File: src/fsk_pkg.sv
`default_nettype none
// ---------------------------------------------------------------------------
// fsk_pkg
// Shared types and constants for the framed FSK modulator: field widths,
// frame length, register codes and register reset values.
// ---------------------------------------------------------------------------
package fsk_pkg;

    // table and frame geometry
    localparam int TABLE_SIZE_DEF = 35;
    localparam int FRAME_LEN      = 11;
    localparam int IDX_W          = 6;
    localparam int ROM_DEPTH      = 64;

    // field and state widths
    localparam int SAMPLE_W = 12;
    localparam int CHAR_W   = 8;
    localparam int ACC_W    = 14;
    localparam int PTR_W    = 4;
    localparam int CNT_W    = 6;
    localparam int STEP_W   = 11;
    localparam int SPAN_W   = 6;
    localparam int CFG_IDX_W = 2;
    localparam int CFG_DATA_W = 11;

    // register reset values
    localparam logic [STEP_W-1:0] PHASE_STEP_RST = 11'd468;
    localparam logic [SPAN_W-1:0] FIRST_SPAN_RST = 6'd19;
    localparam logic [SPAN_W-1:0] LAST_SPAN_RST  = 6'd15;

    // register indexes
    typedef enum logic [CFG_IDX_W-1:0] {
        CFG_PHASE_STEP = 2'd0,
        CFG_FIRST_SPAN = 2'd1,
        CFG_LAST_SPAN  = 2'd2
    } t_cfg_idx;

    // input word kinds
    typedef enum logic {
        OP_TICK = 1'b0,
        OP_LOAD = 1'b1
    } t_opcode;

endpackage
`default_nettype wire

File: src/fsk_sine_rom.sv
`default_nettype none
// ---------------------------------------------------------------------------
// fsk_sine_rom
// Constant sine table, 2048*(1+sin) in 12 bits. Entries are worked out at
// elaboration with a fixed-point Taylor series in Q30; entries past the
// table size read as zero.
// ---------------------------------------------------------------------------
module fsk_sine_rom #(
    parameter int TABLE_SIZE = fsk_pkg::TABLE_SIZE_DEF
) (
    input  wire logic [fsk_pkg::IDX_W-1:0]    i_index,
    output logic      [fsk_pkg::SAMPLE_W-1:0] o_sample
);

    localparam logic [63:0] PI_Q30    = 64'd3373259426;
    localparam logic [63:0] HALF_PI   = PI_Q30 >> 1;
    localparam logic signed [63:0] ONE_Q30 = 64'sd1073741824;

    logic [fsk_pkg::SAMPLE_W-1:0] w_rom [fsk_pkg::ROM_DEPTH];

    // one constant per entry
    for (genvar gi = 0; gi < fsk_pkg::ROM_DEPTH; gi++) begin : g_entry
        localparam logic [63:0] XA = ((64'd6283184 * 64'(gi)) << 30) /
                                     (64'd1000000 * 64'(TABLE_SIZE));
        localparam bit          NEG = (XA >= PI_Q30);
        localparam logic [63:0] XB  = NEG ? (XA - PI_Q30) : XA;
        localparam logic [63:0] XC  = (XB > HALF_PI) ? (PI_Q30 - XB) : XB;
        localparam logic [63:0] X2  = (XC * XC) >> 30;
        localparam logic [63:0] T1  = ((XC * X2) >> 30) / 64'd6;
        localparam logic [63:0] T2  = ((T1 * X2) >> 30) / 64'd20;
        localparam logic [63:0] T3  = ((T2 * X2) >> 30) / 64'd42;
        localparam logic [63:0] T4  = ((T3 * X2) >> 30) / 64'd72;
        localparam logic [63:0] T5  = ((T4 * X2) >> 30) / 64'd110;
        localparam logic [63:0] T6  = ((T5 * X2) >> 30) / 64'd156;
        localparam logic [63:0] T7  = ((T6 * X2) >> 30) / 64'd210;
        localparam logic [63:0] T8  = ((T7 * X2) >> 30) / 64'd272;
        localparam logic signed [63:0] SUM = $signed(XC) - $signed(T1) + $signed(T2)
                                           - $signed(T3) + $signed(T4) - $signed(T5)
                                           + $signed(T6) - $signed(T7) + $signed(T8);
        localparam logic signed [63:0] SSUM = NEG ? -SUM : SUM;
        localparam logic signed [63:0] VAL  = 64'sd2048 * ONE_Q30 + 64'sd2048 * SSUM;
        localparam logic signed [63:0] VSH  = VAL >>> 30;
        localparam logic [fsk_pkg::SAMPLE_W-1:0] ENTRY =
            (VAL < 64'sd0)     ? 12'd0 :
            (VSH > 64'sd4095)  ? 12'd4095 : VSH[fsk_pkg::SAMPLE_W-1:0];

        assign w_rom[gi] = (gi < TABLE_SIZE) ? ENTRY : '0;
    end

    // table lookup
    assign o_sample = w_rom[i_index];

endmodule
`default_nettype wire

File: src/fsk_uart_frame_modulator.sv
`default_nettype none
// ---------------------------------------------------------------------------
// fsk_uart_frame_modulator
// Framed FSK modulator: loads a character, sends it as an 11-bit frame
// (start, eight data bits MSB first, odd parity over bits 0..6, stop), one
// 12-bit sine sample per tick word.
// ---------------------------------------------------------------------------
// Usage
//   Slave channel: tuser selects the word kind (0 tick, 1 load), tdata holds
//   the character for a load. A load returns nothing; a tick returns one
//   sample word on the master channel, with tlast high on the tick that ends
//   the stop bit.
//   An accepted tick's sample reaches the master side in the next cycle.
//   Unstalled, one word is taken per cycle: the state update and the table
//   lookup sit between the state registers and the output register, and
//   a full output register is refilled in the same cycle it is drained.
//   A stalled master side holds the output register; the slave side then
//   stays not ready until the pending sample is taken.
//   Mark bits and the idle line step the table by one entry per tick and
//   last TABLE_SIZE ticks; space bits step a Q8 accumulator by phase_step
//   and last space_first_span + space_last_span ticks.
//   Reset (synchronous, active low) idles the line, clears the counters
//   and loads the register defaults; the table needs no fill time.
//   Registers are written through i_cfg_we / i_cfg_index / i_cfg_data; the
//   user must write them only while idle, the block does not enforce it.
// ---------------------------------------------------------------------------
module fsk_uart_frame_modulator #(
    parameter int TABLE_SIZE = fsk_pkg::TABLE_SIZE_DEF
) (
    input  wire logic        i_clk,
    input  wire logic        i_rst_n,
    // slave side
    input  wire logic        s_axis_tvalid,
    output logic             s_axis_tready,
    input  wire logic [7:0]  s_axis_tdata,    // [7:0] char_value
    input  wire logic        s_axis_tuser,    // [0] opcode
    // master side
    output logic             m_axis_tvalid,
    input  wire logic        m_axis_tready,
    output logic [15:0]      m_axis_tdata,    // [11:0] sample, [15:12] zero
    output logic             m_axis_tlast,    // frame_done
    // register writes
    input  wire logic                              i_cfg_we,
    input  wire logic [fsk_pkg::CFG_IDX_W-1:0]     i_cfg_index,
    input  wire logic [fsk_pkg::CFG_DATA_W-1:0]    i_cfg_data
);

    localparam int IW = fsk_pkg::IDX_W;
    localparam int AW = fsk_pkg::ACC_W;
    localparam int CW = fsk_pkg::CNT_W;
    localparam int PW = fsk_pkg::PTR_W;
    localparam logic [IW:0]   TS_X   = (IW+1)'(TABLE_SIZE);
    localparam logic [CW-1:0] TS_CNT = CW'(TABLE_SIZE);
    localparam logic [PW:0]   FL_X   = (PW+1)'(fsk_pkg::FRAME_LEN);
    localparam logic [AW-IW:0] TS_ACC = (AW-IW+1)'(TABLE_SIZE);

    // configuration registers
    logic [fsk_pkg::STEP_W-1:0] r_phase_step;
    logic [fsk_pkg::SPAN_W-1:0] r_first_span;
    logic [fsk_pkg::SPAN_W-1:0] r_last_span;

    // modulator state
    logic [fsk_pkg::FRAME_LEN-1:0] r_frame;
    logic [PW-1:0] r_bit_ptr,    n_bit_ptr;
    logic          r_busy,       n_busy;
    logic [CW-1:0] r_tick_cnt,   n_tick_cnt;
    logic          r_span_phase, n_span_phase;
    logic [IW-1:0] r_table_idx,  n_table_idx;
    logic [AW-1:0] r_phase_acc,  n_phase_acc;

    // output register
    logic                          r_out_valid;
    logic [fsk_pkg::SAMPLE_W-1:0]  r_sample;
    logic                          r_done;

    logic                      w_in_fire;
    logic                      w_tick_fire;
    logic                      w_load_fire;
    logic                      w_bit;
    logic [IW-1:0]             w_rom_idx;
    logic [fsk_pkg::SAMPLE_W-1:0] w_rom_sample;
    logic                      w_done;
    logic [AW-1:0]             w_acc_cur;
    logic [AW:0]               w_acc_sum;
    logic [AW-1:0]             w_acc_next;
    logic [IW:0]               w_idx_inc;
    logic [CW-1:0]             w_cnt_inc;
    logic [PW:0]               w_ptr_inc;
    logic [fsk_pkg::FRAME_LEN-1:0] w_frame_new;

    // handshake
    assign s_axis_tready = !r_out_valid || m_axis_tready;
    assign w_in_fire     = s_axis_tvalid && s_axis_tready;
    assign w_tick_fire   = w_in_fire && (s_axis_tuser == fsk_pkg::OP_TICK);
    assign w_load_fire   = w_in_fire && (s_axis_tuser == fsk_pkg::OP_LOAD);

    // frame from character: start, data msb first, odd parity, stop
    always_comb begin
        w_frame_new[0] = 1'b0;
        for (int k = 0; k < 8; k++) begin
            w_frame_new[1 + k] = s_axis_tdata[7 - k];
        end
        w_frame_new[fsk_pkg::FRAME_LEN-2] = ~(^s_axis_tdata[6:0]);
        w_frame_new[fsk_pkg::FRAME_LEN-1] = 1'b1;
    end

    // current line level, idle is mark
    assign w_bit = r_busy ? r_frame[r_bit_ptr] : 1'b1;

    // accumulator reload on the first tick of a space bit
    assign w_acc_cur  = (r_tick_cnt == '0 && !r_span_phase) ?
                        {r_table_idx, 8'd0} : r_phase_acc;
    assign w_acc_sum  = {1'b0, w_acc_cur} + (AW+1)'(r_phase_step);
    assign w_acc_next = (w_acc_sum[AW:8] >= TS_ACC) ? '0 : w_acc_sum[AW-1:0];

    assign w_idx_inc = {1'b0, r_table_idx} + 1'b1;
    assign w_cnt_inc = r_tick_cnt + 1'b1;
    assign w_ptr_inc = {1'b0, r_bit_ptr} + 1'b1;

    assign w_rom_idx = w_bit ? r_table_idx : w_acc_cur[AW-1:8];

    fsk_sine_rom #(
        .TABLE_SIZE (TABLE_SIZE)
    ) u_rom (
        .i_index  (w_rom_idx),
        .o_sample (w_rom_sample)
    );

    // next state for one tick or load
    always_comb begin
        n_bit_ptr    = r_bit_ptr;
        n_busy       = r_busy;
        n_tick_cnt   = r_tick_cnt;
        n_span_phase = r_span_phase;
        n_table_idx  = r_table_idx;
        n_phase_acc  = r_phase_acc;
        w_done       = 1'b0;
        if (w_load_fire) begin
            n_busy       = 1'b1;
            n_bit_ptr    = '0;
            n_tick_cnt   = '0;
            n_span_phase = 1'b0;
        end else if (w_tick_fire) begin
            n_tick_cnt = w_cnt_inc;
            if (w_bit) begin
                // mark tone
                n_table_idx = (w_idx_inc >= TS_X) ? '0 : w_idx_inc[IW-1:0];
                if (w_cnt_inc == TS_CNT) begin
                    n_tick_cnt = '0;
                    if (r_busy) begin
                        if (w_ptr_inc >= FL_X) begin
                            n_bit_ptr = '0;
                            n_busy    = 1'b0;
                            w_done    = 1'b1;
                        end else begin
                            n_bit_ptr = w_ptr_inc[PW-1:0];
                        end
                    end
                end
            end else begin
                // space tone
                n_phase_acc = w_acc_next;
                if (!r_span_phase) begin
                    if (w_cnt_inc == r_first_span) begin
                        n_tick_cnt   = '0;
                        n_span_phase = 1'b1;
                    end
                end else if (w_cnt_inc == r_last_span) begin
                    n_tick_cnt   = '0;
                    n_span_phase = 1'b0;
                    n_table_idx  = w_acc_next[AW-1:8];
                    if (w_ptr_inc >= FL_X) begin
                        n_bit_ptr = '0;
                        n_busy    = 1'b0;
                        w_done    = 1'b1;
                    end else begin
                        n_bit_ptr = w_ptr_inc[PW-1:0];
                    end
                end
            end
        end
    end

    // state registers
    always_ff @(posedge i_clk) begin
        if (!i_rst_n) begin
            r_bit_ptr    <= '0;
            r_busy       <= 1'b0;
            r_tick_cnt   <= '0;
            r_span_phase <= 1'b0;
            r_table_idx  <= '0;
            r_phase_acc  <= '0;
        end else begin
            r_bit_ptr    <= n_bit_ptr;
            r_busy       <= n_busy;
            r_tick_cnt   <= n_tick_cnt;
            r_span_phase <= n_span_phase;
            r_table_idx  <= n_table_idx;
            r_phase_acc  <= n_phase_acc;
        end
    end

    // frame store, written by a load only
    always_ff @(posedge i_clk) begin
        if (w_load_fire) begin
            r_frame <= w_frame_new;
        end
    end

    // register writes
    always_ff @(posedge i_clk) begin
        if (!i_rst_n) begin
            r_phase_step <= fsk_pkg::PHASE_STEP_RST;
            r_first_span <= fsk_pkg::FIRST_SPAN_RST;
            r_last_span  <= fsk_pkg::LAST_SPAN_RST;
        end else if (i_cfg_we) begin
            unique case (i_cfg_index)
                fsk_pkg::CFG_PHASE_STEP: r_phase_step <= i_cfg_data;
                fsk_pkg::CFG_FIRST_SPAN: r_first_span <= i_cfg_data[fsk_pkg::SPAN_W-1:0];
                fsk_pkg::CFG_LAST_SPAN:  r_last_span  <= i_cfg_data[fsk_pkg::SPAN_W-1:0];
                default: ;
            endcase
        end
    end

    // output register valid
    always_ff @(posedge i_clk) begin
        if (!i_rst_n) begin
            r_out_valid <= 1'b0;
        end else if (w_tick_fire) begin
            r_out_valid <= 1'b1;
        end else if (m_axis_tready) begin
            r_out_valid <= 1'b0;
        end
    end

    // output register payload
    always_ff @(posedge i_clk) begin
        if (w_tick_fire) begin
            r_sample <= w_rom_sample;
            r_done   <= w_done;
        end
    end

    assign m_axis_tvalid = r_out_valid;
    assign m_axis_tdata  = {4'd0, r_sample};
    assign m_axis_tlast  = r_done;

    // checks
    a_idle_no_done: assert property (@(posedge i_clk) disable iff (!i_rst_n)
        (w_tick_fire && !r_busy) |=> !m_axis_tlast)
        else $error("frame end flagged on an idle tick");

    a_done_goes_idle: assert property (@(posedge i_clk) disable iff (!i_rst_n)
        (w_tick_fire && w_done) |=> !r_busy)
        else $error("still busy after frame end");

    a_load_restart: assert property (@(posedge i_clk) disable iff (!i_rst_n)
        w_load_fire |=> (r_busy && r_bit_ptr == '0 && r_tick_cnt == '0 && !r_span_phase))
        else $error("load did not restart the frame");

    a_idle_ptr: assert property (@(posedge i_clk) disable iff (!i_rst_n)
        !r_busy |-> (r_bit_ptr == '0))
        else $error("bit pointer moved while idle");

    a_index_range: assert property (@(posedge i_clk) disable iff (!i_rst_n)
        ({1'b0, r_table_idx} < TS_X) && (r_phase_acc[AW-1:8] < TS_ACC[AW-IW-1:0]))
        else $error("table index out of range");

endmodule
`default_nettype wire
File: config.mk
export PLATFORM = sky130hd
export DESIGN_NAME = fsk_uart_frame_modulator
export DESIGN_NICKNAME = d
export VERILOG_FILES = /design/src/fsk_pkg.sv /design/src/fsk_sine_rom.sv /design/src/fsk_uart_frame_modulator.sv
export SDC_FILE = /design/constraint.sdc
export NUM_CORES = 1
export LEC_CHECK = 0
export BUFFER_PORTS_ARGS = -buffer_cell sky130_fd_sc_hd__buf_4
export CAP_MARGIN = 15
export CORE_MARGIN = 5
export CORE_UTILIZATION = 50
export CTS_BUF_LIST = sky130_fd_sc_hd__clkbuf_8
export DETAILED_ROUTE_END_ITERATION = 6
export HOLD_SLACK_MARGIN = 0.02
export PLACE_DENSITY = 0.73
export SLEW_MARGIN = 20
export SYNTH_ARGS = -nofsm -noshare
export SYNTH_HDL_FRONTEND = slang
export SYNTH_SLANG_ARGS = --single-unit
export TNS_END_PERCENT = 5
File: constraint.sdc
create_clock -name i_clk -period 11.01 [get_ports i_clk]
set_input_delay 1.101 -clock i_clk [delete_from_list [all_inputs] [get_ports i_clk]]
set_output_delay 1.101 -clock i_clk [all_outputs]
set_load 0.05 [all_outputs]
======== Yosys cells after proc, flatten, opt, wreduce, memory -nomap -nowiden ========
Memory sizes are Yosys's and may differ from the RTL's. A register that Yosys moved wholly into a read port is not among the register bits.
Cells that the tools add are included.
storage, ports and cells
  memories ................................ 1
  output and inout port bits .............. 19
  memory bits (read-only) ................. 768
  logic and storage cells ................. 102
  bits in registers ....................... 66
cells by class
  equality and inequality tests ........... 8
  multiplexer cells ....................... 41
  reductions and logical operators ........ 26
  order comparisons ....................... 4
  add/subtract/negate cells ............... 4
  bitwise gates (word level) .............. 6
memories
  name             depth  width  read ports  clocked after memory_dff  write ports  line                RTL
  (no name shown)  64     12     1           1                         0            fsk_sine_rom.sv:51  assign o_sample = w_rom[i_index];
operators with widths
  cell                                                  number
  two-way mux 6 bit                                     10
  two-way mux 14 bit                                    2
  two-way mux 4 bit                                     6
  two-way mux 1 bit                                     22
  adder 14 x 11 -> 15 bit                               1
  >= comparator 7 x 6 -> 1 bit (second input constant)  2
  equality test 6 bit                                   2
  AND reduction 5 bit                                   2
  nonzero test 3 bit                                    3
  AND reduction 2 bit                                   4
  nonzero test 2 bit                                    4
  adder 6 x 1 -> 7 bit (second input constant)          1
  inverter 6 -> 7 bit                                   1
  parity 7 bit                                          1
  adder 6 x 1 -> 6 bit (second input constant)          1
  equality test 6 bit (second input constant)           1
  logical NOT 6 bit                                     1
  adder 4 x 1 -> 5 bit (second input constant)          1
  >= comparator 5 x 4 -> 1 bit (second input constant)  1
  < comparator 4 x 5 -> 1 bit (second input constant)   1
  inverter 1 bit                                        5
  binary-select mux 1 bit (select 4 bit)                1
  logical AND 1 bit                                     4
  AND reduction 4 bit                                   1
  10 further kinds                                      11

======== Longest topological paths before layout ========
Gate-level depths: netlist (run 1).
  word-level depth ........................ 9
  gate-level depth with buffers ........... 18

======== Modules after synthesis ========
From an unflattened synthesis (run 1), not the netlist that was laid out.
unflattened totals
  cell total of the unflattened synthesis .. 627
  area, all modules ....................... 5517.8 um^2
modules (own cells, without submodules)
  module                    instances  sequential area each (um^2)  cells each  area each (um^2)
  fsk_uart_frame_modulator  1          1781.7                       511         4685.7
  fsk_sine_rom              1          0.0                          116         832.0

======== Worst setup path after synthesis (run 1) ========
No wires, ideal clock.
  kind .................................... register to register
  from .................................... reg r_tick_cnt[0]
  to ...................................... reg r_table_idx[5]
  setup time .............................. 0.074 ns
  clock period less this slack ............ 3.672 ns
  setup slack ............................. 7.338 ns
  path buffers ............................ 3
  data arrival time ....................... 3.598 ns
  cell stages (with the launch flop) ...... 19
  path through ............................ dfxtp_1 buf_2 inv_1 ha_1 nand3b_1 buf_6 clkbuf_1 and2_1 ha_1 inv_1 fa_1 nand2b_1 a21o_1 a311o_1 a21oi_1 xor2_1 nand4_1 or3_1 a31oi_1
on the way
  cells in the longest elaborated chain, start to end .. 9
RTL lines
  element                       line                             RTL
  start: declaration            fsk_uart_frame_modulator.sv:66   logic [CW-1:0] r_tick_cnt, n_tick_cnt;
  start signal: assignment      fsk_uart_frame_modulator.sv:196  r_tick_cnt <= n_tick_cnt;
  logical NOT 6 bit             fsk_uart_frame_modulator.sv:111  assign w_acc_cur = (r_tick_cnt == '0 && !r_span_phase) ?
  logical AND 1 bit             fsk_uart_frame_modulator.sv:111
  two-way mux 14 bit            fsk_uart_frame_modulator.sv:111
  adder 14 x 11 -> 15 bit       fsk_uart_frame_modulator.sv:113  assign w_acc_sum = {1'b0, w_acc_cur} + (AW+1)'(r_phase_step);
  >= comparator 7 x 6 -> 1 bit  fsk_uart_frame_modulator.sv:114  assign w_acc_next = (w_acc_sum[AW:8] >= TS_ACC) ? '0 : w_acc_sum[AW-1:0];
  two-way mux 14 bit            fsk_uart_frame_modulator.sv:114
  two-way mux 6 bit             fsk_uart_frame_modulator.sv:168  end else if (w_cnt_inc == r_last_span) begin
  two-way mux 6 bit             fsk_uart_frame_modulator.sv:163  if (!r_span_phase) begin
  two-way mux 6 bit             fsk_uart_frame_modulator.sv:145  if (w_bit) begin
  end signal: assignment        fsk_uart_frame_modulator.sv:198  r_table_idx <= n_table_idx;
  end: declaration              fsk_uart_frame_modulator.sv:68   logic [IW-1:0] r_table_idx, n_table_idx;
Several ways; a longest one is shown, not always the timed one. The select of a mux whose other input is x is not followed.
A chain may end at the register's enable or synchronous reset.

======== Worst setup path in the final report (run 1) ========
  from .................................... reg r_tick_cnt[2]
  to ...................................... reg r_phase_acc[2]
on the way
  cells in the longest elaborated chain, start to end .. 6
RTL lines
  element                       line                             RTL
  logical NOT 6 bit (*)         fsk_uart_frame_modulator.sv:111
  logical AND 1 bit (*)         fsk_uart_frame_modulator.sv:111
  two-way mux 14 bit (*)        fsk_uart_frame_modulator.sv:111
  adder 14 x 11 -> 15 bit (*)   fsk_uart_frame_modulator.sv:113
  >= comparator 7 x 6 -> 1 bit  fsk_uart_frame_modulator.sv:114
  two-way mux 14 bit (*)        fsk_uart_frame_modulator.sv:114
  end signal: assignment        fsk_uart_frame_modulator.sv:199  r_phase_acc <= n_phase_acc;
  end: declaration              fsk_uart_frame_modulator.sv:69   logic [AW-1:0] r_phase_acc, n_phase_acc;
Every way passes the cells marked *; elsewhere a longest branch is shown, timed or not.

==> qor.csv, run 1 <==
metric;value;unit
numCtsBuffers;9;
cts.htree.levels;3;
slowest_stage;nand3b_1;
clock_skew;0.0125;ns
coreArea;10800;sq um
via_per_inst;6.11;
grt_pass1_vias;4717;
gp_congestion;0.948;
fill_cells;1003;
track_usage;21.5;%
fin_hold_ws;0.462;ns
synth_edf_count;22;
ctsResizeCount;0;
setup_violations;0;
netlist.top_cell.by_area;dfxtp_1;
start_kind;register;
cp_data_arrival_time;4.76;ns
drt_iter0_drc;405;
ant_nets;0;
rsz0062_at_grt;false;
initial_core_util;51.0;%
crit_required;11.28;ns
p_int;489;uW
synth_top_area_share;20.3;%
run_status;completed;
die_width;115;um
max-vdd-ir-drop;76.4;uV
crit_type;reg -> reg;
overflow;0;
power_frac_seq;45.4;%
synthTopCellsByCount;nand2_1, dfxtp_1, a21oi_1;
ys_types;90;
netlist_area;5530;sq um
ios;46;
max_freq;223;MHz
wl_per_cell;17.6;um
crit_chain;nor4_2, nand3b_1, mux2i_1, inv_1, ha_1, a21oi_1, o21ai_0, a31o_2, o32ai_2, xnor2_1, a41oi_2, nor2_4, a32o_1;
postCtsHoldBufs;0;
route.detailed.drc;0;
p_comb_share;19.8;%
hpwl;10.2;mm
p_per_area;116;nW/um^2
worstMarginPinSlew;1.02;ns
place.port_buffers;41;
clk_latency;0.37;ns
power;701;uW
root_buffer;clkbuf_8;
synth-seq-cells;78;
syn-instance-count;622;
period_needed;4.49;ns
std_cell_rows;38;
clkPwrFrac;34.8;%
slew-limit-headroom;31.9;%
synthesis.yosys.warnings;0;
synthFlopType;dfxtp_1;
period_share;40.8;%
grt_max_degree;41;
diodes;0;
clk_pin_slew;0.09;ns
synthTopCellsByArea;dfxtp_1, edfxtp_1, ha_1;
dieArea;13300;sq um
finalNetCount;694;
seq_area_frac_synth;32.2;%
critPathTopFamily;compound AO/OA/AOI/OAI gates;
dieHeight;115;um
drive_gt1_share;15.1;%
synthArstFlopShare;0;%
setup_tns;0;ns
postSynthAreaPerCell;8.89;sq um
area_delta_synth_final;9.03;%
wirelength;13.8;mm
maxCapViolCount;0;
clock_sinks;78;
final-hold-violation-count;0;
cp-end-kind;register;
grt_pass1_wl;23.1;mm
tritoncts;done;
drt-pass1-iter-count;7;
yosysMostFrequentCell;nand2_1;
cts_buffer_depth;2;
p_sw_share;30.2;%
cpPeakStageDelay;0.67;ns
p_sw;212;uW
critPathMaxFanout;20;
p_leak;2.42;nW
hp-class;reg -> reg;
antenna_found_initial;0;
vias;4785;
maxSlewViolCount;0;
cts_setup_buffers;0;
crit_buf_inv;1;
-- layout make-up --
class	instances	area [sq um]	area share [%]
clock buffers	9	124	2.06
clock inverters	7	95.1	1.58
inverters	22	87.6	1.45
multi-input cells	486	3460	57.3
flip-flops and latches	78	1780	29.6
well taps	140	175	2.91
repair buffers	41	308	5.11
-- state kept, by name, indices dropped and copies added, names as in the netlist --
| register | flops |
|---|---|
| m_axis_tlast | 1 |
| m_axis_tvalid | 1 |
| r_bit_ptr | 4 |
| r_busy | 1 |
| r_first_span | 6 |
| r_frame | 9 |
| r_last_span | 6 |
| r_phase_acc | 14 |
| r_phase_step | 11 |
| r_sample | 12 |
| r_span_phase | 1 |
| r_table_idx | 6 |
| r_tick_cnt | 6 |
-- worst min-delay path: stages, from the launching register on --
cell	delay [ns]
dfxtp_1	0.33
nand2_1	0.05
o31ai_1	0.06
-- power groups by stage --
stage / Clock [mW] / Combinational, mW / Sequential (mW)
after floorplan: 0 / 0.0937 / 0.332
after global placement: 0 / 0.133 / 0.324
after detailed placement: 0 / 0.137 / 0.325
after CTS: 0.250 / 0.138 / 0.318
after global routing: 0.262 / 0.151 / 0.320
final: 0.244 / 0.139 / 0.318
-- through the flow --
step | worst slack, ns | utilization, % | area, sq um | instances
CTS | 6.58 | 55.6 | 6030 | 783
global route | 6.17 | 55.6 | 6030 | 783
detailed placement | 6.58 | 53.6 | 5810 | 767
floorplan | 7.34 | - | 5540 | 625
global placement | 6.88 | 53.6 | 5810 | 767
finish | 6.52 | 55.6 | 6030 | 783
-- per-layer routing --
metal,share of wire [%],GRT usage (%),up-vias
met5,0,0,-
met3,4.0,3.26,28
met4,2.5,8.06,0
met1,44,27.1,2324
li1,-,-,2291
met2,50,37.2,142
-- kinds of logic after synthesis --
group                      after synthesis  synth area share [%]
other                                    1                0.0678
adders and majority gates               29                  6.70
buffers and inverters                   61                  5.45
DFF                                     78                  32.2
muxes                                   33                  6.72
AOI/OAI and AO/OA                      166                  21.8
xor gates and xnor gates                39                  6.81
and+or+nand+nor                        215                  20.3
-- final timing paths --
kind / endpoint / from / slack, ns / cells past startpoint
worst min register to register: r_phase_acc[1] / r_phase_acc[1] / 0.46 / 2
worst max-delay path: r_phase_acc[2] / r_tick_cnt[2] / 6.52 / 13
worst min-delay path: r_phase_acc[1] / r_phase_acc[1] / 0.46 / 2
worst max register to register: r_phase_acc[2] / r_tick_cnt[2] / 6.52 / 13
-- placed cells by master, fill, tap and decap left out, types with 5 or more instances in the layout --
cell type	instances
buf_4	41
xnor2_1	22
ha_1	28
a211oi_1	8
clkbuf_8	9
dfxtp_1	56
a31oi_1	10
o31ai_1	7
a21boi_0	9
nor2b_1	11
xor2_1	14
inv_1	20
a22o_1	7
o21ai_0	27
nor3_1	11
edfxtp_1	22
and2_1	10
and3_1	5
mux2i_1	22
nand3b_1	5
a21oi_1	38
nor2_1	22
nand3_1	31
o211ai_1	6
nand2b_1	6
a21o_1	9
nand4_1	8
nand2_1	79
(Power assumes the default switching activity.)
==> run 2, diff against run 1 <==
==> constraint.sdc (replaced) <==
create_clock -name i_clk -period 4.4 [get_ports i_clk]
set_input_delay 0.44 -clock i_clk [delete_from_list [all_inputs] [get_ports i_clk]]
set_output_delay 0.44 -clock i_clk [all_outputs]
set_load 0.05 [all_outputs]
==> qor.csv, run 2 (synthesized netlist as in run 1, its figures left out) <==
metric;value;unit;change
run_status;completed;;
cp.depth;13;;unchanged
postCtsHoldBufs;0;;unchanged
drt_iter0_drc;454;;+12%
die_width;115;um;unchanged
ant_nets;0;;unchanged
cp_common_cell;ha_1;;
start_kind;register;;
p_sw;537;uW;+150%
top_register;r_phase_acc;;
gp_congestion;0.948;;unchanged
finalNetCount;695;;+0.14%
mostFrequentLayoutCell;nand2_1;;
finalNonFillerCells;784;;+0.13%
std_cell_rows;38;;unchanged
tritoncts;done;;
whs_path_depth;1;;-1
crit_type;reg -> reg;;
dpl-instance-area;5820;sq um;+0.13%
cts_setup_buffers;0;;unchanged
clock_sinks;78;;unchanged
power_frac_seq;46.6;%;+1.2 points
slew-limit-headroom;30.4;%;-1.5 points
antenna_found_initial;0;;unchanged
numCtsBuffers;9;;unchanged
largestRegisters;r_phase_acc x14, r_sample x12, r_phase_step x11;;
grt_pass1_vias;4491;;-4.8%
dp.cells;768;;+0.13%
cts.htree.levels;3;;unchanged
final_cell_mix;nand2_1, dfxtp_1, buf_4, a21oi_1, nand3_1;;
diodes;0;;unchanged
clk_pin_slew;0.09;ns;about the same
worstMarginPinSlew;1.04;ns;+0.0231 ns
route.detailed.drc;0;;unchanged
max_freq;254;MHz;+14%
hpwl;10.0;mm;-1.5%
vias;4769;;-0.33%
dieHeight;115;um;unchanged
reg2reg_depth;13;;unchanged
p_int;1.17;mW;+140%
via_per_inst;6.08;;-0.46%
cp-end-kind;register;;
period_needed;3.94;ns;-0.548 ns
crit_buf_inv;2;;+1
dieArea;13300;sq um;unchanged
setup_tns;0;ns;unchanged
pre_cts_slack;0.476;ns;-6.10 ns
final-hold-violation-count;0;;unchanged
slowest_stage;dfxtp_1;;
rsz0062_at_grt;false;;
critPathTopFamily;compound AO/OA/AOI/OAI gates;;
place.port_buffers;41;;unchanged
drive_gt1_share;15.4;%;+0.29 points
grt_pass1_wl;21.6;mm;-6.6%
maxSlewViolCount;0;;unchanged
drt-pass1-iter-count;6;;-1
clk_latency;0.36;ns;about the same
p_sw_share;31.4;%;+1.2 points
fill_cells;1009;;+0.60%
grt_max_degree;41;;unchanged
setup_ws;0.461;ns;-6.06 ns
wirelength;13.4;mm;-2.9%
initial_core_util;51.0;%;unchanged
hp-class;in -> reg;;
setup_violations;0;;unchanged
clkPwrFrac;33.2;%;-1.6 points
track_usage;20.2;%;-1.3 points
critPathMaxFanout;11;;-45%
largest_register_ff_count;14;;unchanged
area_delta_synth_final;8.87;%;
wl_per_cell;17.1;um;-3.0%
p_leak;2.41;nW;about the same
overflow;0;;unchanged
ctsResizeCount;0;;unchanged
final_area;6020;sq um;-0.15%
cpPeakStageDelay;0.50;ns;-0.17 ns
p_comb_share;20.2;%;+0.4 points
maxCapViolCount;0;;unchanged
crit_chain;inv_1, ha_1, nand3b_1, buf_4, mux2_2, ha_1, nand3_1, a311o_1, a21oi_1, xor2_1, nand4_1, a211oi_1, o221a_2;;
cts_buffer_depth;2;;unchanged
period_share;89.5;%;+49 points
p_per_area;284;nW/um^2;+140%
ios;46;;unchanged
clock_skew;0.00923;ns;-0.00330 ns
coreArea;10800;sq um;unchanged
cp_data_arrival_time;4.24;ns;-0.52 ns
root_buffer;clkbuf_8;;
max-vdd-ir-drop;210;uV;+170%
crit_required;4.70;ns;-6.58 ns
## run 2: cell count changes in the layout (fill, tap and decap cells not counted)
cell | previous run | this run
inv_6 | 2 | 4
buf_4 | 41 | 42
bufinv_16 | 2 | 1
clkinv_2 | 0 | 1
clkinv_4 | 1 | 2
clkinvlp_4 | 1 | 0
inv_1 | 20 | 19
inv_4 | 1 | 0
## run 2: cell type report
class	count	area, sq um	area share (%)
clock inverter	7	78.8	1.31
multi-input combinational	486	3460	57.4
inverter	22	87.6	1.46
sequential	78	1780	29.6
tap	140	175	2.91
timing repair buffer	42	315	5.24
clock buffer	9	124	2.06
## run 2: path summary, 6_finish.rpt
path	startpoint	end	slack [ns]
worst max-delay path	r_tick_cnt[0]	r_table_idx[1]	0.46
worst min-delay path	s_axis_tdata[7]	r_frame[1]	0.27
worst max register to register	r_tick_cnt[0]	r_table_idx[1]	0.46
worst min register to register	r_phase_acc[1]	r_phase_acc[1]	0.48
## run 2: stage by stage
stage                     power (mW)  hold WS (ns)  util, %
final                           1.71         0.268     55.5
after global routing            1.78         0.248     55.5
after CTS                       1.72         0.259     55.5
after detailed placement        1.15         0.461     53.6
after global placement          1.15         0.443     53.6
after floorplan                 1.07         0.419        -
## run 2: per-layer routing
metal	track usage (%)	wire [um]	up-vias
met2	34.2	6540	189
met3	3.58	826	36
li1	-	-	2292
met5	0	0	-
met1	25.1	5600	2252
met4	9.08	432	0
## run 2: power groups by stage
| stage | clock, mW | combinational, mW | sequential (mW) |
|---|---|---|---|
| 2_1_floorplan | 0 | 0.234 | 0.832 |
| 3_3_place_gp | 0 | 0.336 | 0.811 |
| 3_5_place_dp | 0 | 0.342 | 0.813 |
| 4_1_cts | 0.576 | 0.344 | 0.797 |
| 5_1_grt | 0.606 | 0.374 | 0.801 |
| 6_report | 0.567 | 0.346 | 0.797 |
